`src/rtl/core/ssm_pkg.sv`:
```
// ----------------------------------------------------------------------------
// ssm_pkg
// Shared widths, status codes and interface structs of the sparse set engine.
// ----------------------------------------------------------------------------
package ssm_pkg;

	localparam int ENTITY_CAP = 1024;
	localparam int MAX_POOLS  = 8;

	localparam int SLOT_W  = $clog2(ENTITY_CAP);
	localparam int POOL_W  = $clog2(MAX_POOLS);
	localparam int CNT_W   = SLOT_W + 1;
	localparam int ADDR_W  = POOL_W + SLOT_W;
	localparam int DEPTH   = MAX_POOLS * ENTITY_CAP;
	localparam int OP_W    = 2;
	localparam int ENT_W   = 16;
	localparam int NPOOL_W = 4;
	localparam int STAT_W  = 3;

	// Sparse entry: valid bit on top of the dense slot.
	localparam int SPARSE_W = SLOT_W + 1;

	localparam logic [OP_W-1:0] OP_ADD    = 2'd0;
	localparam logic [OP_W-1:0] OP_REMOVE = 2'd1;
	localparam logic [OP_W-1:0] OP_QUERY  = 2'd2;
	localparam logic [OP_W-1:0] OP_NONE   = 2'd3;

	localparam logic [STAT_W-1:0] STAT_OK      = 3'd0;
	localparam logic [STAT_W-1:0] STAT_NO_POOL = 3'd1;
	localparam logic [STAT_W-1:0] STAT_RANGE   = 3'd2;
	localparam logic [STAT_W-1:0] STAT_DUP_ABS = 3'd3;
	localparam logic [STAT_W-1:0] STAT_FULL    = 3'd4;

	localparam logic [0:0] REG_NUM_POOLS    = 1'd0;
	localparam logic [0:0] REG_ENTITY_LIMIT = 1'd1;

	typedef struct packed {
		logic [NPOOL_W-1:0] num_pools;
		logic [CNT_W-1:0]   entity_limit;
	} cfg_t;

	typedef struct packed {
		logic                sp_re;
		logic [ADDR_W-1:0]   sp_raddr;
		logic                sp_we;
		logic [ADDR_W-1:0]   sp_waddr;
		logic [SPARSE_W-1:0] sp_wdata;
		logic                dn_re;
		logic [ADDR_W-1:0]   dn_raddr;
		logic                dn_we;
		logic [ADDR_W-1:0]   dn_waddr;
		logic [SLOT_W-1:0]   dn_wdata;
	} mem_req_t;

	typedef struct packed {
		logic                busy;
		logic [SPARSE_W-1:0] sp_rdata;
		logic [SLOT_W-1:0]   dn_rdata;
	} mem_rsp_t;

endpackage

```
`src/rtl/core/ssm_ctrl.sv`:
```
// ----------------------------------------------------------------------------
// ssm_ctrl
// Operation sequencer: checks, table reads and writes, pool counts, result word.
// ----------------------------------------------------------------------------
module ssm_ctrl (
	input  logic                        clk,
	input  logic                        arst_n,
	input  ssm_pkg::cfg_t               cfg,
	input  logic                        in_valid,
	output logic                        in_ready,
	input  logic [ssm_pkg::OP_W-1:0]    in_op,
	input  logic [ssm_pkg::POOL_W-1:0]  in_pool,
	input  logic [ssm_pkg::ENT_W-1:0]   in_entity,
	output logic                        out_valid,
	input  logic                        out_ready,
	output logic                        out_success,
	output logic [ssm_pkg::STAT_W-1:0]  out_status,
	output logic [ssm_pkg::SLOT_W-1:0]  out_slot,
	output logic [ssm_pkg::CNT_W-1:0]   out_count,
	output ssm_pkg::mem_req_t           req,
	input  ssm_pkg::mem_rsp_t           rsp
);
	import ssm_pkg::*;

	localparam logic [1:0] S_IDLE   = 2'd0;
	localparam logic [1:0] S_CHECK  = 2'd1;
	localparam logic [1:0] S_DECIDE = 2'd2;
	localparam logic [1:0] S_FIX    = 2'd3;

	logic [1:0]        state_q, state_nxt;
	logic [OP_W-1:0]   op_q;
	logic [POOL_W-1:0] pool_q;
	logic [ENT_W-1:0]  ent_q;
	logic [CNT_W-1:0]  pool_size_q [MAX_POOLS];
	logic [CNT_W-1:0]  cnt_q;
	logic [CNT_W-1:0]  last_q;
	logic              bad_pool_q, bad_range_q, full_q;

	logic              m_valid_q;
	logic              m_success_q;
	logic [STAT_W-1:0] m_status_q;
	logic [SLOT_W-1:0] m_slot_q;
	logic [CNT_W-1:0]  m_count_q;

	logic [NPOOL_W-1:0] pools_eff;
	logic [CNT_W-1:0]   lim_eff;
	logic [CNT_W-1:0]   cnt_sel;
	logic               out_free;
	logic               accept;

	logic              res_load;
	logic              res_success;
	logic [STAT_W-1:0] res_status;
	logic [SLOT_W-1:0] res_slot;
	logic [CNT_W-1:0]  res_count;
	logic              size_we;
	logic [CNT_W-1:0]  size_wdata;

	logic [SLOT_W-1:0] hit_slot;
	logic              hit_valid;

	function automatic logic [SLOT_W-1:0] last_of(input logic [CNT_W-1:0] c);
		logic [CNT_W-1:0] d;
		d = c - 1'b1;
		return d[SLOT_W-1:0];
	endfunction

	assign pools_eff = (cfg.num_pools > NPOOL_W'(MAX_POOLS)) ?
		NPOOL_W'(MAX_POOLS) : cfg.num_pools;
	assign lim_eff = (cfg.entity_limit > CNT_W'(ENTITY_CAP)) ?
		CNT_W'(ENTITY_CAP) : cfg.entity_limit;
	assign cnt_sel   = pool_size_q[pool_q];
	assign out_free  = !m_valid_q || out_ready;
	assign in_ready  = (state_q == S_IDLE) && !rsp.busy;
	assign accept    = in_valid && in_ready;
	assign hit_valid = rsp.sp_rdata[SPARSE_W-1];
	assign hit_slot  = rsp.sp_rdata[SLOT_W-1:0];

	always_comb begin
		state_nxt   = state_q;
		req         = '0;
		res_load    = 1'b0;
		res_success = 1'b0;
		res_status  = STAT_OK;
		res_slot    = '0;
		res_count   = cnt_q;
		size_we     = 1'b0;
		size_wdata  = cnt_q;
		case (state_q)
			S_IDLE: begin
				if (accept) begin
					state_nxt = S_CHECK;
				end
			end
			S_CHECK: begin
				// The entity's sparse entry and the last dense entry are fetched together.
				req.sp_re    = 1'b1;
				req.sp_raddr = {pool_q, ent_q[SLOT_W-1:0]};
				req.dn_re    = 1'b1;
				req.dn_raddr = {pool_q, last_of(cnt_sel)};
				state_nxt    = S_DECIDE;
			end
			S_DECIDE: begin
				// Writes and the result wait until the output register can take it.
				if (out_free) begin
					res_load  = 1'b1;
					state_nxt = S_IDLE;
					if (bad_pool_q) begin
						res_status = STAT_NO_POOL;
						res_count  = '0;
					end else if (op_q == OP_NONE) begin
						res_status = STAT_OK;
					end else if (bad_range_q) begin
						res_status = STAT_RANGE;
					end else if (op_q == OP_ADD) begin
						if (hit_valid) begin
							res_status = STAT_DUP_ABS;
						end else if (full_q) begin
							res_status = STAT_FULL;
						end else begin
							req.sp_we    = 1'b1;
							req.sp_waddr = {pool_q, ent_q[SLOT_W-1:0]};
							req.sp_wdata = {1'b1, cnt_q[SLOT_W-1:0]};
							req.dn_we    = 1'b1;
							req.dn_waddr = {pool_q, cnt_q[SLOT_W-1:0]};
							req.dn_wdata = ent_q[SLOT_W-1:0];
							size_we      = 1'b1;
							size_wdata   = cnt_q + 1'b1;
							res_success  = 1'b1;
							res_slot     = cnt_q[SLOT_W-1:0];
							res_count    = cnt_q + 1'b1;
						end
					end else if (!hit_valid || cnt_q == '0) begin
						res_status = STAT_DUP_ABS;
					end else if (op_q == OP_QUERY) begin
						res_success = 1'b1;
						res_slot    = hit_slot;
					end else begin
						// Remove: the last member moves into the vacated slot.
						if ({1'b0, hit_slot} != last_q) begin
							req.dn_we    = 1'b1;
							req.dn_waddr = {pool_q, hit_slot};
							req.dn_wdata = rsp.dn_rdata;
							req.sp_we    = 1'b1;
							req.sp_waddr = {pool_q, rsp.dn_rdata};
							req.sp_wdata = {1'b1, hit_slot};
						end
						size_we     = 1'b1;
						size_wdata  = last_q;
						res_success = 1'b1;
						res_slot    = hit_slot;
						res_count   = last_q;
						state_nxt   = S_FIX;
					end
				end
			end
			S_FIX: begin
				req.sp_we    = 1'b1;
				req.sp_waddr = {pool_q, ent_q[SLOT_W-1:0]};
				req.sp_wdata = '0;
				state_nxt    = S_IDLE;
			end
			default: begin
				state_nxt = S_IDLE;
			end
		endcase
	end

	always_ff @(posedge clk or negedge arst_n) begin
		if (!arst_n) begin
			state_q   <= S_IDLE;
			m_valid_q <= 1'b0;
			for (int i = 0; i < MAX_POOLS; i++) begin
				pool_size_q[i] <= '0;
			end
		end else begin
			state_q <= state_nxt;
			if (res_load) begin
				m_valid_q <= 1'b1;
			end else if (out_ready) begin
				m_valid_q <= 1'b0;
			end
			if (size_we) begin
				pool_size_q[pool_q] <= size_wdata;
			end
		end
	end

	always_ff @(posedge clk) begin
		if (accept) begin
			op_q   <= in_op;
			pool_q <= in_pool;
			ent_q  <= in_entity;
		end
		if (state_q == S_CHECK) begin
			cnt_q       <= cnt_sel;
			last_q      <= cnt_sel - 1'b1;
			bad_pool_q  <= {1'b0, pool_q} >= pools_eff;
			bad_range_q <= ent_q >= {{(ENT_W-CNT_W){1'b0}}, lim_eff};
			full_q      <= cnt_sel >= lim_eff;
		end
		if (res_load) begin
			m_success_q <= res_success;
			m_status_q  <= res_status;
			m_slot_q    <= res_slot;
			m_count_q   <= res_count;
		end
	end

	assign out_valid   = m_valid_q;
	assign out_success = m_success_q;
	assign out_status  = m_status_q;
	assign out_slot    = m_slot_q;
	assign out_count   = m_count_q;

endmodule

```
`config.mk`:
```
export PLATFORM = sky130hd
export DESIGN_NAME = ssm_ctrl
export DESIGN_NICKNAME = d
export VERILOG_FILES = /design/src/rtl/core/ssm_pkg.sv /design/src/rtl/core/ssm_ctrl.sv
export SDC_FILE = /design/constraint.sdc
export NUM_CORES = 1
export LEC_CHECK = 0
export ABC_AREA = 1
export CAP_MARGIN = 20
export CORE_MARGIN = 1
export CORE_UTILIZATION = 47
export DETAILED_ROUTE_END_ITERATION = 12
export DONT_BUFFER_PORTS = 1
export PLACE_DENSITY_LB_ADDON = 0.1
export SYNTH_ARGS = -nofsm -noshare
export SYNTH_HDL_FRONTEND = slang
export SYNTH_SLANG_ARGS = --single-unit
```
`constraint.sdc`:
```
create_clock -name clk -period 4.4 [get_ports clk]
set_clock_uncertainty 0.15 [all_clocks]
set_input_delay 0.22 -clock clk [delete_from_list [all_inputs] [get_ports clk]]
set_output_delay 0.22 -clock clk [all_outputs]
set_load 0.03 [all_outputs]
```
---- Word-level counts from Yosys, hierarchy flattened ----
Index checks and enable logic that the tools add are counted.
word-level totals
  register bits after elaboration ......... 162
  input port bits ......................... 62
  output and inout bits ................... 104
  word-level logic and storage cells ...... 141
cells by class
  add/subtract/negate cells ............... 2
  magnitude comparators ................... 7
  equality and inequality tests ........... 8
  multiplexer cells ....................... 81
  bitwise operators ....................... 3
  reduce and logical (&&, ||, !) cells .... 16
operators by type and width
  operator                                                              number
  24-bit 2-to-1 mux                                                     11
  25-bit 2-to-1 mux                                                     10
  11-bit 2-to-1 mux                                                     17
  88-bit bitwise mux                                                    1
  25-bit one-hot mux with 2 select lines                                1
  10-bit 2-to-1 mux                                                     4
  11-bit binary-select mux with 3-bit select                            1
  11-bit demux with 3-bit select                                        1
  14-bit 2-to-1 mux                                                     2
  2-bit 2-to-1 mux                                                      10
  1-bit 2-to-1 mux                                                      18
  16-bit by 11-bit >= comparator with 1-bit output                      1
  11-bit by 1-bit adder with 11-bit output, second input constant       1
  11-bit >= comparator                                                  1
  11-bit greater-than comparator, second input constant                 1
  11-bit logical NOT                                                    1
  10-bit by 11-bit inequality test with 1-bit output                    1
  11-bit by 1-bit subtractor with 11-bit output, second input constant  1
  3-bit 2-to-1 mux                                                      3
  2-bit == test, second input constant                                  4
  2-bit one-hot mux with 4 select lines                                 1
  5-bit OR reduction                                                    1
  3-bit by 4-bit >= comparator with 1-bit output                        1
  4-bit >= comparator, second input constant                            1
  other kinds (14)                                                      23

---- Longest topological paths before layout ----
  word-level depth ........................ 10
  gate-level depth with buffers ........... 16
  gate-level depth less buffers ........... 14

---- Least setup slack after synthesis ----
Ideal clock, no wire load.
  path type ............................... reg-to-output
  start point ............................. register state_q[0]
  end point ............................... output port req[75] (netlist bit)
  data arrival time ....................... 3.702 ns
  required time ........................... 4.030 ns
  setup slack ............................. 0.328 ns
  stages on the path, launching flop included .. 8
  buffers on the path ..................... 3
  cells stage by stage .................... dfrtp_1 > buf_2 > inv_1 > nor2_1 > clkinv_1 > clkbuf_1 > nor2_1 > buf_4
RTL lines
  item                    line             text
  from (decl)             ssm_ctrl.sv:30   logic [1:0] state_q, state_nxt;
  from (signal assigned)  ssm_ctrl.sv:177  state_q <= state_nxt;
  to (decl)               ssm_ctrl.sv:20   output ssm_pkg::mem_req_t req,

==> results.txt <==
status: finished clean
Detailed Route WL: 27,700 um
Initial DRC Count: 795
fmax: 259 MHz
first-pass GRT wire length: 42,500 um
largest net degree at the start of global routing: 92
WHS Endpoint: out_slot[0]$_SDFFCE_PP0P_
Leakage: 5.72 nW
Mean Syn Cell Area: 7.27 um^2
Seq cells post-synth: 162
Rel. slew slack: 0.363
power per cell area: 325 mW/mm^2
Worst setup EP type: primary output
Setup CP Type: flip-flop to primary output
fin crit period: 3860 ps
Filler cells: 1,887
gpl congestion: 0.890
Diodes inserted: 0
Die W: 145 um
FF-to-FF setup slack: 1070 ps
CTS tree: yes
drt first pass iters: 5
WL/cell: 16.9 um
RSZ-0062 raised after global routing: false
async set or reset register ratio after synthesis: 0.562
Cells after Synth: 1,317
VDD IR max: 0.000288 V
share of post-route cells with drive strength above 1: 0.0860
most common cell after layout, fill and taps aside: nand2_1
Worst Max-Slew Pin Slew: 946 ps
Synth Cell Area: 0.00958 mm^2
Hold Path Origin: rsp[20]
Total GRT Usage: 0.270
clock tree buffer depth: 2
H-Tree Depth: 4
postcts setup bufs: 0
Buffers on Ports: 0
Root Buffer: clkbuf_16
Slew Limit Fails: 0
Via Count: 8,664
Yosys top cell area share: 0.261
antenna violations before repair: 0
Tot Pwr: 3.53 mW
Die Y: 145 um
worst-case reg-to-reg path depth: 12
Clk Latency, worst-skew pair: 440 ps
clock slew at reported path FFs: 60 ps
Initial Util: 0.486
Layout area overhead: 13.6%
ys flop type: dfrtp_1
top cells by area, synth: nand2_1, dfrtp_1, edfxtp_1, ha_1, inv_1
syn nets: 1,408
Post-synth EDFFs: 71
Critical R2R Launch: pool_q[2]$_DFFE_PP_
Crit Path Max Fanout: 31
Sum Neg Setup Slack: 0 ps
WP data required: 4030 ps
Post-route DRC: 0
most frequent cells in the layout: nand2_1, inv_1, dfrtp_1, edfxtp_1, nor2_1
routed vias/inst: 5.29
HP Class: input port to flip-flop
post-DP HPWL: 19,100 um
# clock sinks: 162
vias in the first global route: 7,691
post-detailed-route count of antenna-violating nets: 0
period utilisation layout: 0.877
die area: 0.0209 mm^2
crit start category: flip-flop
post-synth top area cell: nand2_1
max-cap viol count: 0
Ports: 166
number of cells on the worst hold path: 3
fin nets: 1,450
Placeable Area: 0.0197 mm^2
FP Rows: 51
number of CTS-inserted buffers: 17
YS warnings: 0
final setup vio count: 0
r2r endpoint: full_q$_DFFE_PP_
GR Overflow Total: 0
sequential share of the synthesized area: 0.460
Hold Vio Cnt, Final: 0
critical path arrival: 3490 ps
library cells used by synthesis: 41
-- power by group --
part / internal, mW / total [mW] / switching (mW)
Combinational: 0.0989 / 0.361 / 0.262
Sequential: 1.63 / 1.69 / 0.0636
Clock: 0.845 / 1.48 / 0.633
Total: 2.57 / 3.53 / 0.959
-- logic make-up (layout without fill, tap and decap cells) --
family,after synthesis,count (layout),share of synthesized area
AO/OA/AOI/OAI,117,117,0.0652
buffers and inverters,167,222,0.0785
adder cells (fa/ha/maj),29,29,0.0379
flip-flops,162,162,0.460
AND/OR/NAND/NOR,838,838,0.354
XOR/XNOR,4,4,0.00366
-- synthesized netlist by cell type (2+ instances only) --
cell / instances
inv_2: 16
nand2_1: 665
a221oi_1: 2
nor2_1: 68
ha_1: 29
and2_1: 2
o221ai_1: 2
edfxtp_1: 71
nor3_1: 8
nand3_1: 52
xor2_1: 4
nor2_4: 3
dfrtp_1: 91
nor2_2: 5
buf_2: 28
o21ai_0: 49
buf_4: 5
or2_2: 3
buf_6: 9
o21a_1: 2
clkbuf_1: 14
nor4_1: 3
a21oi_1: 55
inv_1: 92
nand4_1: 14
nand2_2: 10
-- worst max path at each step --
stage | from | to | slack (ps)
5_1_grt | state_q[1]$_DFFE_PN0P_ | req[15] | 260
4_1_cts | state_q[1]$_DFFE_PN0P_ | req[19] | 610
2_1_floorplan | state_q[0]$_DFFE_PN0P_ | req[75] | 330
3_3_place_gp | pool_q[2]$_DFFE_PP_ | full_q$_DFFE_PP_ | 1140
3_5_place_dp | state_q[1]$_DFFE_PN0P_ | req[19] | 1080
6_report | state_q[1]$_DFFE_PN0P_ | req[41] | 540
-- state kept, by name, summed over array words and instances (netlist names), 3 cells and up --
| name | cells |
|---|---|
| pool_q | 3 |
| pool_size_q | 88 |
| out_status | 3 |
| out_slot | 10 |
| cnt_q | 11 |
| last_q | 11 |
| out_count | 11 |
| ent_q | 16 |
-- worst max-delay path, cell delays in order, from the launching register on --
cell	delay, ps
dfrtp_1	320
buf_4	190
inv_1	70
nor2_2	120
inv_2	70
nor2_4	90
inv_2	50
nor2_4	220
inv_2	210
nor2_2	590
inv_1	610
a21oi_1	310
buf_4	200
-- through the flow --
stage          worst slack (ps)  area [um^2]  utilization  hold WS, ps  std cells
2_1_floorplan               328         9580            -         -226       1317
3_3_place_gp               1140         9890        0.502         -222       1567
3_5_place_dp               1080         9890        0.502         -222       1567
4_1_cts                     614        10900        0.551         6.31       1637
5_1_grt                     257        10900        0.551         28.2       1637
6_report                    541        10900        0.551         18.4       1637
-- area by class of cell --
type / count / area, um^2 / area share
clock buffers: 22 / 484 / 0.0445
clock inverters: 10 / 98.8 / 0.00909
well taps: 265 / 332 / 0.0305
repair buffers: 80 / 713 / 0.0656
flip-flops and latches: 162 / 4410 / 0.405
multi-input cells: 988 / 4420 / 0.407
inverters: 110 / 415 / 0.0382
-- metal layers --
layer  GRT usage  wire [um]
met1       0.395      12700
met2       0.409      12700
met3      0.0385       1790
met4      0.0909        491
met5           0          0
-- what timing repair did --
action,4_1_cts,5_1_grt
hold endpoints to repair,126,0
hold buffers,38,0
resized for setup,0,0
Power figures use the tool's default switching activity.
